File: src/hw/rtl/idet_pkg.sv
`timescale 1ns / 1ps
// Shared constants and types for the integer determinant engine.
// No dependencies; imported by every module of the block.
package idet_pkg;
   localparam int MAX_ORDER  = 8;
   localparam int ORDER_W    = 4;
   localparam int IDX_W      = 3;                  // row or column index
   localparam int ADDR_W     = 2 * IDX_W;          // matrix store address
   localparam int SUB_W      = MAX_ORDER;          // column subset mask
   localparam int ELEM_W     = 8;
   localparam int ACC_W      = 72;
   localparam int DET_W      = 64;
   localparam int QUEUE_DEPTH = 4;
   localparam int QPTR_W     = 2;
   localparam logic [ORDER_W-1:0] ORDER_RESET = 4'd5;

   typedef struct packed {
      logic [ELEM_W-1:0]  elem;
      logic [ADDR_W-1:0]  addr;
      logic               last;
      logic [ORDER_W-1:0] order;
   } entry_type;

   typedef enum logic [2:0] {
      B_LOAD, B_INIT, B_SCAN, B_MUL, B_ADD, B_STORE, B_DONE
   } back_state_type;
endpackage

File: src/hw/rtl/idet_front.sv
`timescale 1ns / 1ps
// Front end: order register, request intake, row/column tracking.
// Depends on idet_pkg.
module idet_front import idet_pkg::*; (
   input  logic                 clock,
   input  logic                 reset,
   input  logic                 csr_valid,
   output logic                 csr_ready,
   input  logic [ORDER_W-1:0]   csr_data,
   input  logic                 req_tvalid,
   output logic                 req_tready,
   input  logic [ELEM_W-1:0]    req_tdata,
   output logic                 push,
   output entry_type            push_entry,
   input  logic                 queue_full
);
   logic [ORDER_W-1:0] order_ff, order_in;
   logic [IDX_W-1:0]   row_ff, row_in, col_ff, col_in;
   logic [ORDER_W-1:0] last_idx;
   logic               at_row_end;

   assign csr_ready  = 1'b1;
   // hold requests off while the order is being written
   assign req_tready = ~queue_full & ~csr_valid;
   assign push       = req_tvalid & req_tready;
   assign last_idx   = order_ff - 4'd1;
   assign at_row_end = ({1'b0, col_ff} == last_idx);

   assign push_entry.elem  = req_tdata;
   assign push_entry.addr  = {row_ff, col_ff};
   assign push_entry.last  = at_row_end & ({1'b0, row_ff} == last_idx);
   assign push_entry.order = order_ff;

   always_comb begin
      order_in = order_ff;
      row_in   = row_ff;
      col_in   = col_ff;
      if (csr_valid) begin
         // clamp to 1..MAX_ORDER and drop any partial load
         if (csr_data == '0) order_in = 4'd1;
         else if (csr_data > ORDER_W'(MAX_ORDER)) order_in = ORDER_W'(MAX_ORDER);
         else order_in = csr_data;
         row_in = '0;
         col_in = '0;
      end else if (push) begin
         if (push_entry.last) begin
            row_in = '0;
            col_in = '0;
         end else if (at_row_end) begin
            row_in = row_ff + 3'd1;
            col_in = '0;
         end else begin
            col_in = col_ff + 3'd1;
         end
      end
   end

   always_ff @(posedge clock) begin
      if (reset) begin
         order_ff <= ORDER_RESET;
         row_ff   <= '0;
         col_ff   <= '0;
      end else begin
         order_ff <= order_in;
         row_ff   <= row_in;
         col_ff   <= col_in;
      end
   end
endmodule

File: config.mk
export PLATFORM = sky130hd
export DESIGN_NAME = idet_front
export DESIGN_NICKNAME = d
export VERILOG_FILES = /design/src/hw/rtl/idet_pkg.sv /design/src/hw/rtl/idet_front.sv
export SDC_FILE = /design/constraint.sdc
export NUM_CORES = 1
export LEC_CHECK = 0
export CAP_MARGIN = 20
export CORE_MARGIN = 2
export CORE_UTILIZATION = 30
export CTS_CLUSTER_SIZE = 10
export DETAILED_ROUTE_END_ITERATION = 12
export DONT_BUFFER_PORTS = 1
export GPL_ROUTABILITY_DRIVEN = 0
export PLACE_DENSITY = 0.5
export SYNTH_ARGS = -nofsm -noshare
export SYNTH_HDL_FRONTEND = slang
export SYNTH_SLANG_ARGS = --single-unit
File: constraint.sdc
create_clock -name clock -period 2.9 [get_ports clock]
set_input_delay 0.145 -clock clock [delete_from_list [all_inputs] [get_ports clock]]
set_output_delay 0.145 -clock clock [all_outputs]
set_load 0.05 [all_outputs]
**After elaboration in Yosys (flattened, before gate mapping)**

Cells that the tools add are included.

- Bits in registers: 10
- Latch bits: 0
- Bits in writable memories: 0
- Bits in read-only memories: 0
- Input port bits: 17
- Output and inout bits: 22
- Memories kept: 0

- $add $sub $neg: 3
- Multipliers: 0
- Div/mod/pow operators: 0
- $lt $le $gt $ge: 1
- Equal/unequal tests: 2
- Shift operators: 0
- Multiplexer cells: 6
- Bitwise gates (word level): 5
- Reduce and logical (&&, ||, !) cells: 4

Operators with widths:

| operator | number |
|---|---|
| 2-to-1 mux 3 bit | 4 |
| equality test 3 x 4 -> 1 bit | 2 |
| 2-to-1 mux 4 bit | 2 |
| adder 3 x 1 -> 3 bit (second input constant) | 2 |
| greater-than comparator 4 bit (second input constant) | 1 |
| zero test 4 bit | 1 |
| subtractor 4 x 1 -> 4 bit (second input constant) | 1 |
| AND 1 bit | 3 |
| NOT 1 bit | 2 |
| AND reduction 2 bit | 1 |
| nonzero test 2 bit | 1 |
| OR reduction 2 bit | 1 |

**Longest topological paths before layout**

- Word-level depth: 5
- Gate-level depth with buffers: 6
- Depth with buffers taken out: 6

**Least setup slack after synthesis**

No wires, ideal clock.

- Path type: reg-to-output
- Start point: register order_ff[0]
- End point: output push_entry[4] (netlist name)
- Arrival time: 2.759 ns
- Required time: 2.755 ns
- Slack: -0.004 ns
- Cell stages (with the launch flop): 6
- Path through: dfxtp_1 > inv_1 > ha_1 > xor2_1 > or3_1 > a211oi_1

RTL lines:

| element | line | text |
|---|---|---|
| start, declared | idet_front.sv:17 | `logic [ORDER_W-1:0] order_ff, order_in;` |
| start signal, assigned | idet_front.sv:64 | `order_ff <= order_in;` |
| end, declared | idet_front.sv:14 | `output entry_type push_entry,` |

==> impl_metrics.csv <==
group,metric,value,unit
status,status,"complete, no violations",
worst_setup_path,crit_path_start_kind,"flip-flop",
die,start_util,30.7,%
grt,grt-ovfl-total,0,
drt,wl,1380,um
clock_network,cts_hold_buf,2,
sta,whs,0.0203,ns
sta,skew,0.00377,ns
cells_and_area,final_cell_mix,"10 x dfxtp_1, 6 x xor2_1, 6 x nand2_1, 6 x nor2_1, 4 x a21oi_1",
clock_network,root_buffer,"clkbuf_4",
min_path,min_path_type,"in2reg",
sta,slew_violations,0,
yosys,avgSynthCellArea,9.50,um2
yosys,synth_largest_area_cell,"dfxtp_1",
cells_and_area,syn_to_final_growth,2.87,%
die,fp.coreArea,2410,um2
clock_network,cts_tree,"yes",
sta,worst_slew_pin_slew,0.880,ns
cells_and_area,drive_above_1_share,25.3,%
yosys,syn_nets,98,
clock_network,postCtsSetupRepairBufs,0,
cells_and_area,utilization,31.6,%
sta,fin_crit,2.42,ns
drt,viasPerCell,5.06,
clock_network,clkTransAtPathRegs,0.06,ns
cells_and_area,nNetsFinal,97,
yosys,netlist_area,741,um2
clock_network,numCtsBuffers,3,
clock_network,cts.sinks,10,
drt,antenna_left,0,
drt,drc,0,
pwr,vdd.ir_drop.worst,0.113,mV
clock_network,clk_latency,0.26,ns
pwr,total_leakage_power,0.302,nW
drt,dr.pass1.iters,4,
sta,rsz0062_at_grt,"false",
yosys,netlist_top_cells_area,"dfxtp_1 27%, buf_4 10%, xor2_1 7.1%, ha_1 5.1%, mux2i_1 4.1%",
drt,drtIter0Drc,5,
yosys,ys.flop_type,"dfxtp_1",
drt,vias,531,
placement,placed_cell_area,719,um2
grt,grt_pass1_wl,2260,um
placement,io_buffers,0,
clock_network,cts_resized,0,
sta,fin_setup_tns,0,ns
yosys,synth-seq-cells,10,
die,dieArea,2880,um2
yosys,ys_warn_count,0,
yosys,synthesis.instances,78,
sta,fmax,413,MHz
grt,grt_util_all_layers,11.1,%
cells_and_area,finalInstanceArea,762,um2
grt,grt_start_max_net_pins,8,
grt,grt_pass1_vias,529,
grt,antenna_found_initial,0,
placement,pre_cts_slack,0.741,ns
clock_network,h-tree-depth,1,
sta,fin_crit_sh,83.4,%
die,floorplan.die.height,53.7,um
yosys,synthArstFlopShare,0,%
placement,dp_hpwl,1080,um
worst_setup_path,crit_arrival,2.27,ns
run,max-cap-violations,0,
worst_setup_path,worstSetupPathType,"reg2out",
worst_setup_path,crit_fanout,5,
cells_and_area,final_common_cell,"dfxtp_1",
sta,hold_viol,0,
drt,routedWlPerCell,13.1,um
worst_setup_path,worstPathRequired,2.76,ns
die,io_pins,39,
pwr,power_density,430,nW/um2
cells_and_area,antennaDiodeCount,0,
sta,maxSlewHeadroom,41.1,%
yosys,netlist.area_leader.share,27.0,%
clock_network,clk_path_buf_depth,2,
yosys,ys_types,35,
die,rows,18,
die,fp.dieW,53.7,um
sta,setup_viol,0,
worst_setup_path,cp-end-kind,"primary output",
sta,worst_slack,0.480,ns
yosys,synth_enable_flop_cells,0,
yosys,ys_seq_area_share,27.0,%
[report_power, final]
group	internal, mW	switching [mW]
logic	0.0314	0.0467
clock network	0.0478	0.0442
registers	0.141	0.0162
[kinds of logic after synthesis]
family                     share of synthesized area, %
AOI/OAI and AO/OA                                  17.1
xor gates and xnor gates                           15.0
adders and majority gates                          5.07
buffers and inverters                              13.7
DFF                                                27.0
muxes                                              4.05
other                                             0.506
and+or+nand+nor                                    17.6
[registers in the layout (all words and copies together), names as in the netlist]
| register | flops |
|---|---|
| order_ff | 4 |
| row_ff | 3 |
| col_ff | 3 |
[per-layer routing]
layer,vias to the layer above,GRT usage (%),part of all wire (%)
li1,263,-,-
met1,242,12.1,43
met2,21,17.9,46
met3,5,3.61,8.2
met4,0,8.12,3.0
met5,-,0,0
[final cells by class]
class | instances | area (um2)
Fill cell | 248 | 1650
Multi-Input combinational cell | 53 | 444
Sequential cell | 10 | 200
Timing Repair Buffer | 5 | 42.5
Tap cell | 30 | 37.5
Clock buffer | 3 | 22.5
Inverter | 4 | 15.0
[synthesized netlist by cell type, types with 2 or more instances]
cell / number
o211ai_1: 2
xor2_1: 6
buf_4: 10
nand2_1: 6
ha_1: 3
a21oi_1: 4
mux2i_1: 3
inv_1: 3
dfxtp_1: 10
nor2_1: 6
[path summary, 6_finish.rpt]
kind	startpoint	to	slack (ns)	cells past startpoint
max	order_ff[1]	push_entry[4]	0.48	6
min	csr_valid	order_ff[2]	0.02	2
max reg2reg	order_ff[1]	row_ff[0]	0.81	6
min reg2reg	order_ff[0]	order_ff[0]	0.75	2
[worst max-delay path: stages, from the launching register on]
cell	delay, ns
dfxtp_1	0.71
inv_1	0.10
ha_1	0.25
xor2_1	0.16
or3_1	0.35
a211oi_2	0.22
buf_4	0.22
[metrics by stage]
stage,cells,power (mW)
2_1_floorplan,78,0.259
3_3_place_gp,100,0.236
3_5_place_dp,100,0.237
4_1_cts,105,0.333
5_1_grt,105,0.351
6_report,105,0.328
No activity file was read; power rests on OpenSTA's default activity.
