--- config.mk ---
export PLATFORM = sky130hd
export DESIGN_NAME = idet_queue
export DESIGN_NICKNAME = d
export VERILOG_FILES = /design/src/hw/rtl/idet_pkg.sv /design/src/hw/rtl/idet_queue.sv
export SDC_FILE = /design/constraint.sdc
export NUM_CORES = 1
export LEC_CHECK = 0
export BUFFER_PORTS_ARGS = -buffer_cell sky130_fd_sc_hd__buf_2
export CAP_MARGIN = 20
export CORE_UTILIZATION = 61
export CTS_CLUSTER_SIZE = 24
export DETAILED_ROUTE_END_ITERATION = 7
export PLACE_DENSITY_LB_ADDON = 0.08
export SLEW_MARGIN = 20
export SYNTH_ARGS = -nofsm -noshare
export SYNTH_HDL_FRONTEND = slang
export SYNTH_SLANG_ARGS = --single-unit
--- constraint.sdc ---
create_clock -name clock -period 3 [get_ports clock]
set_clock_uncertainty 0.05 [all_clocks]
set_input_delay 0.3 -clock clock [delete_from_list [all_inputs] [get_ports clock]]
set_output_delay 0.3 -clock clock [all_outputs]
set_load 0.005 [all_outputs]
--- src/hw/rtl/idet_pkg.sv ---
`timescale 1ns / 1ps
// Shared constants and types for the integer determinant engine.
// No dependencies; imported by every module of the block.
package idet_pkg;
   localparam int MAX_ORDER  = 8;
   localparam int ORDER_W    = 4;
   localparam int IDX_W      = 3;                  // row or column index
   localparam int ADDR_W     = 2 * IDX_W;          // matrix store address
   localparam int SUB_W      = MAX_ORDER;          // column subset mask
   localparam int ELEM_W     = 8;
   localparam int ACC_W      = 72;
   localparam int DET_W      = 64;
   localparam int QUEUE_DEPTH = 4;
   localparam int QPTR_W     = 2;
   localparam logic [ORDER_W-1:0] ORDER_RESET = 4'd5;

   typedef struct packed {
      logic [ELEM_W-1:0]  elem;
      logic [ADDR_W-1:0]  addr;
      logic               last;
      logic [ORDER_W-1:0] order;
   } entry_type;

   typedef enum logic [2:0] {
      B_LOAD, B_INIT, B_SCAN, B_MUL, B_ADD, B_STORE, B_DONE
   } back_state_type;
endpackage

--- src/hw/rtl/idet_queue.sv ---
`timescale 1ns / 1ps
// Short request queue between front and back end.
// Depends on idet_pkg.
module idet_queue import idet_pkg::*; (
   input  logic      clock,
   input  logic      reset,
   input  logic      push,
   input  entry_type push_entry,
   output logic      full,
   input  logic      pop,
   output logic      pop_valid,
   output entry_type pop_entry
);
   entry_type         slot_ff [QUEUE_DEPTH];
   logic [QPTR_W-1:0] wr_ff, wr_in, rd_ff, rd_in;
   logic [QPTR_W:0]   cnt_ff, cnt_in;
   logic              do_pop;

   assign full      = (cnt_ff == (QPTR_W+1)'(QUEUE_DEPTH));
   assign pop_valid = (cnt_ff != '0);
   assign pop_entry = slot_ff[rd_ff];
   assign do_pop    = pop & pop_valid;

   always_comb begin
      wr_in  = push ? wr_ff + 1'b1 : wr_ff;
      rd_in  = do_pop ? rd_ff + 1'b1 : rd_ff;
      cnt_in = cnt_ff + (QPTR_W+1)'(push) - (QPTR_W+1)'(do_pop);
   end

   always_ff @(posedge clock) begin
      if (push) slot_ff[wr_ff] <= push_entry;
   end

   always_ff @(posedge clock) begin
      if (reset) begin
         wr_ff  <= '0;
         rd_ff  <= '0;
         cnt_ff <= '0;
      end else begin
         wr_ff  <= wr_in;
         rd_ff  <= rd_in;
         cnt_ff <= cnt_in;
      end
   end
endmodule

**Yosys cells after proc, flatten, opt, wreduce, memory -nomap -nowiden**

Memories as Yosys holds them, arrays and structs flattened. A register that Yosys moved wholly into a read port is not among the register bits.
Cells that the tools add are included.

- RAM bits: 76
- Word-level logic and storage cells: 15
- Memories kept: 1
- Input port bits: 23
- Flip-flop bits (word level): 7
- Output and inout port bits: 21

Memories:

| name | depth | bits a word | rd ports | clocked after memory_dff | wr ports | RTL line | text |
|---|---|---|---|---|---|---|---|
| slot_ff | 4 | 19 | 1 | 1 | 1 | idet_queue.sv:14 | `entry_type slot_ff [QUEUE_DEPTH];` |

- Multiplexer cells: 4
- Reductions and logical operators: 1
- Equal/unequal tests: 1
- $add $sub $neg: 4
- Bitwise operators: 1

Operators with widths:

| cell | count |
|---|---|
| adder 2 x 1 -> 2 bit, second input constant | 2 |
| two-way mux 2 bit | 2 |
| adder 3 x 1 -> 3 bit | 1 |
| == test 3 bit, second input constant | 1 |
| nonzero test 3 bit | 1 |
| subtractor 3 x 1 -> 3 bit | 1 |
| two-way mux 1 bit | 2 |
| bitwise AND 1 bit | 1 |

**Logic depth before layout (Yosys ltp)**

Gate-level depths: netlist (run 1).

- Word-level depth: 4
- Depth in mapped cells: 7
- Depth with buffers taken out: 7

**Least setup slack after synthesis (run 1)**

OpenSTA, ideal clock, no wires.

- Kind: register -> register
- Start point: register cnt_ff[1]
- End point: register cnt_ff[2]
- Setup time: 0.126 ns
- Clock period less this slack: 1.877 ns
- Slack: 1.123 ns
- Data arrival time: 1.701 ns
- Cell stages (with the launch flop): 8
- Required time: 2.824 ns
- Buffers on the path: 0
- Path through: dfxtp_1 -> o31a_1 -> ha_1 -> inv_1 -> ha_1 -> fa_1 -> xor3_1 -> nor2_1

- Word-level cells in the longest chain between the ends: 3
- Elaborated cells on any way between the ends: 4
- Classes of those cells: 2 x add/sub; 1 x bitwise; 1 x reduce/logical

Ends and longest elaborated chain:

| element | RTL line | text |
|---|---|---|
| start: declaration | idet_queue.sv:16 | `logic [QPTR_W:0] cnt_ff, cnt_in;` |
| start signal: assignment | idet_queue.sv:42 | `cnt_ff <= cnt_in;` |
| nonzero test 3 bit | idet_queue.sv:20 | `assign pop_valid = (cnt_ff != '0);` |
| bitwise AND 1 bit | idet_queue.sv:22 | `assign do_pop = pop & pop_valid;` |
| via do_pop | idet_queue.sv:17 | `logic do_pop;` |
| subtractor 3 x 1 -> 3 bit | idet_queue.sv:27 | `cnt_in = cnt_ff + (QPTR_W+1)'(push) - (QPTR_W+1)'(do_pop);` |

The timed path passes the listed nets, and every way through them passes these cells.
A chain may end at the register's enable or synchronous reset.

==> results of run 1 <==
## through the flow
step | setup WS, ns | instance area [um2]
after floorplan | 1.12 | 3260
after global placement | 0.976 | 3530
after detailed placement | 0.971 | 3530
after CTS | 0.587 | 3680
after global routing | 0.490 | 3680
final | 0.661 | 3680
## power groups by stage
stage          clock, uW  sequential, uW  combinational, uW
2_1_floorplan          0            1430                385
3_3_place_gp           0            1460                485
3_5_place_dp           0            1460                507
4_1_cts              662            1440                509
5_1_grt              703            1450                564
6_report             649            1430                499
## routing by layer
metal | up-vias | wire length (um) | track usage [%]
li1 | 689 | - | -
met1 | 748 | 2100 | 24.2
met2 | 35 | 2480 | 31.7
met3 | 7 | 204 | 6.69
met4 | 0 | 58 | 8.18
met5 | - | 0 | 0
## cell usage in the layout, fill, tap and decap left out, types with 3 or more instances in the layout
| cell type | n |
|---|---|
| mux4_1 | 9 |
| mux4_2 | 10 |
| mux2_2 | 3 |
| nor2_1 | 5 |
| dfxtp_1 | 9 |
| clkbuf_8 | 9 |
| inv_1 | 6 |
| edfxtp_1 | 76 |
| clkinv_1 | 3 |
| buf_2 | 43 |
| ha_1 | 6 |
| and2_1 | 4 |
| nor2b_1 | 4 |
## worst paths after layout
path	to	slack, ns	depth (start not counted)
max reg2reg	cnt_ff[2]$_SDFF_PP0_	1.02	7
min reg2reg	wr_ff[0]$_SDFFE_PP0P_	0.51	2
max	pop_entry[16]	0.66	3
min	slot_ff[3][4]$_DFFE_PP_	0.12	1
## worst max-delay path, stage by stage, from the launching register on
cell and delay, ns:
dfxtp_1 0.57, buf_4 0.33, mux4_1 0.60, buf_2 0.14
## final cells by class
class	count	area share (%)
clock buffers	11	3.57
clock inverters	4	0.442
inverters	6	0.612
multi-input cells	49	19.9
flip-flops and latches	85	66.9
well taps	70	2.38
repair buffers	45	6.25
## logic make-up (layout without fill, tap and decap cells)
logic type / after synthesis / in the layout
buffers and inverters: 11 / 66
multiplexers: 23 / 23
adder cells (fa/ha/maj): 7 / 7
AND/OR/NAND/NOR: 15 / 15
XOR/XNOR: 2 / 2
flip-flops: 85 / 85
AO/OA/AOI/OAI: 2 / 2
## flip-flops by register name, indices dropped and copies added (netlist names), named ones only
| signal | count |
|---|---|
| rd_ff | 2 |
| wr_ff | 2 |
| slot_ff | 76 |
| cnt_ff | 3 |
==> results_dict.tcl, run 1 <==
set metrics [dict create \
    status "complete, no violations" \
    clk_pin_slew_ns 0.08 \
    max_cap_violations 0 \
    cts_tree "built" \
    drive_gt1_share_pct 34.0 \
    synthCells 145 \
    yosysTopAreaCellShare_pct 70.0 \
    min_from "push_entry[4]" \
    slew_headroom_pct 34.9 \
    internal-power_uw 1960 \
    period_needed_ns 2.34 \
    tns_ns 0 \
    cts_setup_buffers 0 \
    nNetsFinal 226 \
    combPwrFrac_pct 19.3 \
    yosysWarnings 0 \
    ant_nets 0 \
    synth_top_family_by_area "multiplexers" \
    p_switching_uw 624 \
    routed_wl_um 4840 \
    grt_overflow 0 \
    rsz0062_at_grt "no" \
    final-setup-viol-count 0 \
    clkPwrFrac_pct 25.1 \
    grt_max_degree 20 \
    grt.total_usage_pct 19.5 \
    drc 0 \
    fin_hold_ws_ns 0.122 \
    p_leak_uw 0.00131 \
    die_w_um 75.1 \
    antenna_found_initial 0 \
    finalPower_uw 2580 \
    ctsLongestPathBuffers 2 \
    finalCritPeriodShare_pct 78.0 \
    synth.most_common_cell "edfxtp_1" \
    crit_fanout 12 \
    synth_xor_area_share_pct 0.997 \
    fill_cells 350 \
    netlist_area_um2 3260 \
    clock_latency_ns 0.34 \
    dp_cells 255 \
    vias_per_cell 5.48 \
    clkSinkCount 85 \
    synth_seq_cells 85 \
    synth-compound-area-share_pct 0.537 \
    netSwitchingFraction_pct 24.2 \
    clockRootBuffer "clkbuf_8" \
    power_density_nw_per_um2 701 \
    synthDistinctLibCells 22 \
    end_kind "output port" \
    drt-wirelength-per-cell_um 17.9 \
    synthMuxAreaShare_pct 15.5 \
    coreArea_um2 5140 \
    hold_path_class "input port to register" \
    start_kind "register" \
    synth_edf_count 76 \
    drt_iter0_drc 108 \
    hold_viol_final 0 \
    crit_arrival_ns 1.99 \
    slew_violations 0 \
    max_freq_ghz 0.428 \
    seqCellArea_um2 2460 \
    rows 26 \
    htreeDepth 3 \
    syn_area_per_cell_um2 22.5 \
    fin_cells 270 \
    die_y_um 75.1 \
    timing.rr.start "cnt_ff[1]$_SDFF_PP0_" \
    vias 1479 \
    synth-simple-area-share_pct 2.49 \
    gp_congestion 0.632 \
    synthAdderAreaFrac_pct 2.92 \
    async_flop_share_pct 0 \
    path_class "register to output port" \
    dr.pass1.iters 4 \
    multi_input_area_um2 732 \
    die-area_um2 5640 \
    worst_pin_slew_ns 0.976 \
    final_util_pct 71.6 \
    postCtsHoldBufs 0 \
    yosys-top-cells-area "edfxtp_1 70%, mux4_1 7.2%, mux4_2 6.9%" \
    yosysSeqAreaShare_pct 75.5 \
    grt_pass1_wl_um 7360 \
    hpwl_um 3120 \
    grt_pass1_vias 1455 \
    synthTopCellsByCount "76 x edfxtp_1, 10 x mux4_2, 9 x dfxtp_1, 9 x mux4_1" \
    synth_fp_nets 175 \
    antenna_cells 0 \
    cts_resized 0 \
    peakVddDrop_v 0.000491 \
    cp.required_ns 2.65 \
    io_pins 44 \
    yosys.area.top_type "edfxtp_1" \
    cts_buffers 9 \
    initial_core_util_pct 63.5 \
    portBuffers 43 \
    syn_to_final_growth_pct 12.9 \
    synth_flop_cell "edfxtp_1" \
    pwr-share-seq_pct 55.5 \
]
Power figures use the tool's default switching activity.
==> inputs of run 2 (changes only) <==
--- a/config.mk
+++ b/config.mk
@@ -7,7 +7,7 @@
 export LEC_CHECK = 0
 export BUFFER_PORTS_ARGS = -buffer_cell sky130_fd_sc_hd__buf_2
 export CAP_MARGIN = 20
-export CORE_UTILIZATION = 61
+export CORE_UTILIZATION = 51
 export CTS_CLUSTER_SIZE = 24
 export DETAILED_ROUTE_END_ITERATION = 7
 export PLACE_DENSITY_LB_ADDON = 0.08
==> constraint.sdc (replaced) <==
create_clock -name clock -period 2.05 [get_ports clock]
set_clock_uncertainty 0.05 [all_clocks]
set_input_delay 0.205 -clock clock [delete_from_list [all_inputs] [get_ports clock]]
set_output_delay 0.205 -clock clock [all_outputs]
set_load 0.005 [all_outputs]
==> run 2 against run 1 <==
Against the previous run:
- global-route usage fell by 3.0 points
- register-to-register slack worse by 0.92 ns
- utilization is 9.2 points lower
- critical path depth grew 4
- clock power rose by 77%
- clock-buffer cell count is 2 lower
==> results_dict.tcl, run 2 (synthesized netlist as in run 1, its figures left out) <==
set metrics [dict create \
    hold_viol_final 0 \
    worst_pin_slew_ns 0.961 \
    finalPower_uw 4010 \
    rr_worst_depth 7 \
    die_w_um 82.0 \
    min_from "push_entry[13]" \
    final_cell_area_um2 3780 \
    hold_path_class "input port to register" \
    vias 1512 \
    dr.pass1.iters 4 \
    drc 0 \
    die_y_um 82.0 \
    clk_pin_slew_ns 0.09 \
    finalCritPeriodShare_pct 95.1 \
    largest_reg_flops 76 \
    tns_ns 0 \
    grt_overflow 0 \
    routed_wl_um 4900 \
    slew_violations 0 \
    start_kind "register" \
    cts_tree "built" \
    htreeDepth 3 \
    max_cap_violations 0 \
    rows 28 \
    slew_headroom_pct 35.9 \
    end_kind "register" \
    grt_max_degree 20 \
    pre_cts_ws_ns 0.0964 \
    nNetsFinal 230 \
    initial_core_util_pct 53.8 \
    timing.final.ws_setup_ns 0.101 \
    portBuffers 43 \
    top_regs "slot_ff (76), cnt_ff (3)" \
    drt-wirelength-per-cell_um 17.5 \
    final-setup-viol-count 0 \
    critPathMaxStageDelay_ns 0.37 \
    final_cell_mix "76 x edfxtp_1, 43 x buf_2, 10 x mux4_2, 9 x mux4_1, 9 x clkbuf_8" \
    timing.rr.start "cnt_ff[2]$_SDFF_PP0_" \
    clock_latency_ns 0.34 \
    grt_pass1_vias 1545 \
    grt_pass1_wl_um 7590 \
    ant_nets 0 \
    grt.total_usage_pct 16.5 \
    vias_per_cell 5.40 \
    syn_to_final_growth_pct 16.0 \
    max_freq_ghz 0.513 \
    hpwl_um 3030 \
    antenna_cells 0 \
    crit_arrival_ns 2.13 \
    power_density_nw_per_um2 1060 \
    io_pins 44 \
    crit_slowest_cell "fa_1" \
    crit_start "cnt_ff[2]$_SDFF_PP0_" \
    ctsLongestPathBuffers 2 \
    crit_path_cell_trace "o31a_1 > ha_1 > inv_1 > ha_1 > fa_1 > xor3_1 > nor2_1" \
    regMostFlops "slot_ff" \
    crit_fanout 5 \
    clkSinkCount 85 \
    hold_depth 1 \
    period_needed_ns 1.95 \
    cts_buffers 9 \
    die-area_um2 6720 \
    rsz0062_at_grt "no" \
    peakVddDrop_v 0.000678 \
    crit_top_cell "ha_1" \
    path_class "register to register" \
    antenna_found_initial 0 \
    placed_cell_area_um2 3580 \
    p_leak_uw 0.00136 \
    cp.required_ns 2.23 \
    drt_iter0_drc 63 \
    status "complete, no violations" \
    drive_gt1_share_pct 38.0 \
    gp_congestion 0.675 \
    coreArea_um2 6060 \
    final_common_cell "edfxtp_1" \
    clockRootBuffer "clkbuf_8" \
    final_util_pct 62.4 \
]
-- run 2: changes by cell type in the layout (fill, tap and decap cells not counted), sizes merged --
cell	change
buf	+4
clkbuf	-2
bufinv	+1
clkinv	+1
inv	+1
-- run 2: per-layer routing --
| metal | part of all wire [%] | vias up | GRT usage, % |
|---|---|---|---|
| met5 | 0 | - | 0 |
| met4 | 1.8 | 0 | 6.84 |
| met3 | 4.6 | 9 | 5.22 |
| met2 | 52 | 36 | 28.2 |
| met1 | 41 | 766 | 19.2 |
| li1 | - | 701 | - |
-- run 2: worst paths after layout --
kind,endpoint,slack (ns)
setup / recovery,cnt_ff[2]$_SDFF_PP0_,0.10
hold / removal,slot_ff[3][13]$_DFFE_PP_,0.02
hold reg to reg,wr_ff[1]$_SDFFE_PP0P_,0.52
setup reg to reg,cnt_ff[2]$_SDFF_PP0_,0.10
-- run 2: worst max-delay path: cells and delay by family, from the launching register on --
kind	cells	cell delay [ns]
fa+ha+maj	3	0.84
flops	1	0.35
compound gates	1	0.33
xor+xnor	1	0.19
buf+inv	1	0.04
simple gates	1	0.04
-- run 2: area by class of cell --
class / count / area, um2
clock buffer: 9 / 124
clock inverter: 7 / 73.8
fill: 436 / 2280
inverter: 6 / 22.5
multi-input combinational: 49 / 732
sequential: 85 / 2460
tap: 75 / 93.8
timing repair buffer: 49 / 273
-- run 2: power breakdown --
| group | internal [uW] | switching, uW | leakage [uW] |
|---|---|---|---|
| sequential | 2010 | 55.4 | 0.000773 |
| combinational | 460 | 332 | 0.000486 |
| clock | 567 | 580 | 0.000101 |
-- run 2: metrics by stage --
step           std cells  hold slack (ns)
6_report             280           0.0162
5_1_grt              280          0.00265
4_1_cts              279         0.000957
3_5_place_dp         263            0.371
3_3_place_gp         263            0.364
2_1_floorplan        145            0.254
-- run 2: what timing repair did --
item / CTS / global route
resized for setup: 0 / 1
endpoints found under the setup margin: 0 / 1
buffers inserted: 0 / 1
hold buffers: 0 / 0
==> inputs of run 3 (changes only) <==
--- a/config.mk
+++ b/config.mk
@@ -5,7 +5,7 @@
 export SDC_FILE = /design/constraint.sdc
 export NUM_CORES = 1
 export LEC_CHECK = 0
-export BUFFER_PORTS_ARGS = -buffer_cell sky130_fd_sc_hd__buf_2
+export BUFFER_PORTS_ARGS = -buffer_cell sky130_fd_sc_hd__buf_4
 export CAP_MARGIN = 20
 export CORE_UTILIZATION = 51
 export CTS_CLUSTER_SIZE = 24
==> run 3 against run 2 <==
Against the previous run:
- final cell count is 4.6% higher
- worst hold slack got worse by 0.0019 ns
- die area is the same
- power up 6.0%
- combinational power increased by 14%
- critical path depth stayed put
- largest power group unchanged
- register-to-register slack improved by 0.02 ns
- first-iteration DRC count increased by 14%
- clock power up 11%
- via count grew 4.2%
- global-route usage rose by 1.1 points
==> results_dict.tcl, run 3 (synthesized netlist as in run 1, its figures left out) <==
set metrics [dict create \
    vias 1576 \
    antenna_found_initial 0 \
    nNetsFinal 243 \
    initial_core_util_pct 53.8 \
    ant_nets 0 \
    die_w_um 82.0 \
    final_cell_area_um2 4040 \
    clock_latency_ns 0.34 \
    worst_pin_slew_ns 0.986 \
    period_needed_ns 1.93 \
    crit_arrival_ns 2.13 \
    cts_tree "built" \
    regMostFlops "slot_ff" \
    cts_resized 0 \
    routed_wl_um 5050 \
    wl_met1_um 2190 \
    grt.total_usage_pct 17.6 \
    placed_cell_area_um2 3690 \
    peakVddDrop_v 0.000815 \
    die-area_um2 6720 \
    largest_reg_flops 76 \
    grt_overflow 0 \
    hold_path_class "input port to register" \
    drt_iter0_drc 72 \
    crit_fanout 5 \
    htreeDepth 3 \
    gp_congestion 0.647 \
    crit_path_cell_trace "o31a_1 > ha_1 > inv_1 > ha_1 > fa_1 > xor3_1 > nor2_1" \
    top_regs "slot_ff (76), cnt_ff (3)" \
    antenna_cells 0 \
    met2_length_um 2640 \
    finalCritPeriodShare_pct 94.3 \
    final_common_cell "edfxtp_1" \
    coreArea_um2 6060 \
    syn_to_final_growth_pct 23.9 \
    tns_ns 0 \
    grt_max_degree 20 \
    die_y_um 82.0 \
    crit_family "adder cells" \
    grt_pass1_wl_um 8060 \
    slew_violations 0 \
    ctsLongestPathBuffers 2 \
    crit_top_cell "ha_1" \
    wl_met3_um 181 \
    clk_pin_slew_ns 0.08 \
    dp_cells 264 \
    cp_num_buf_inv 1 \
    drt-wirelength-per-cell_um 17.2 \
    cp.required_ns 2.24 \
    max_freq_ghz 0.517 \
    cts_buffers 9 \
    hold_viol_final 0 \
    end_kind "register" \
    p_leak_uw 0.00146 \
    final_cell_mix "76 x edfxtp_1, 49 x buf_4, 12 x dlygate4sd3_1, 10 x mux4_2" \
    rsz0062_at_grt "no" \
    max_cap_violations 0 \
    start_kind "register" \
    io_pins 44 \
    path_class "register to register" \
    rows 28 \
    grt_pass1_vias 1657 \
    drc 0 \
    critPathMaxStageDelay_ns 0.37 \
    final-setup-viol-count 0 \
    vias_per_cell 5.38 \
    status "complete, no violations" \
    clockRootBuffer "clkbuf_8" \
    clkSinkCount 85 \
    hpwl_um 3190 \
    slew_headroom_pct 34.3 \
    portBuffers 43 \
    power_density_nw_per_um2 1050 \
    dr.pass1.iters 4 \
    top_layer_used "met4" \
    drive_gt1_share_pct 36.2 \
    crit_slowest_cell "fa_1" \
    fin_cells 293 \
]
==> run 3: cell count changes in the layout (fill, tap and decap cells not counted), sizes merged <==
cell         previous run  this run
dlygate4sd3             0        12
buf                    49        50
clkinv                  5         4
bufinv                  1         2
==> run 3: power by group <==
group          internal, uW  switching, uW  total, uW
combinational           551            349        900
sequential             2010           53.2       2060
clock                   694            588       1280
==> run 3: what timing repair did <==
action | in CTS | in global routing
buffers inserted | 0 | 1
setup endpoints to repair | 0 | 1
hold buffers | 10 | 2
endpoints found under the hold margin | 39 | 6
==> run 3: per-layer routing <==
layer	vias up	track usage, %
met4	0	7.54
met3	4	4.78
met5	-	0
met2	37	29.6
met1	812	21.3
li1	723	-
==> run 3: path summary, 6_finish.rpt <==
kind / start / endpoint / slack (ns) / cells after the start
max reg2reg: cnt_ff[2]$_SDFF_PP0_ / cnt_ff[2]$_SDFF_PP0_ / 0.12 / 7
max: cnt_ff[2]$_SDFF_PP0_ / cnt_ff[2]$_SDFF_PP0_ / 0.12 / 7
min: push_entry[11] / slot_ff[2][11]$_DFFE_PP_ / 0.01 / 1
min reg2reg: wr_ff[1]$_SDFFE_PP0P_ / wr_ff[1]$_SDFFE_PP0P_ / 0.53 / 2
==> run 3: metrics by stage <==
step | total power (uW) | hold slack (ns) | utilization (%) | setup WS (ns)
after floorplan | 2650 | 0.254 | - | 0.173
after global placement | 2960 | 0.353 | 60.9 | 0.167
after detailed placement | 2990 | 0.359 | 60.9 | 0.0948
after CTS | 4280 | 0.000381 | 66.2 | 0.0773
after global routing | 4460 | 0.000276 | 66.7 | 0.0168
final | 4250 | 0.0143 | 66.7 | 0.117
==> run 3: cell type report <==
| type | count | area, um2 |
|---|---|---|
| Clock buffer | 9 | 124 |
| Clock inverter | 7 | 98.8 |
| Fill cell | 423 | 2020 |
| Inverter | 6 | 22.5 |
| Multi-Input combinational cell | 49 | 732 |
| Sequential cell | 85 | 2460 |
| Tap cell | 75 | 93.8 |
| Timing Repair Buffer | 62 | 508 |
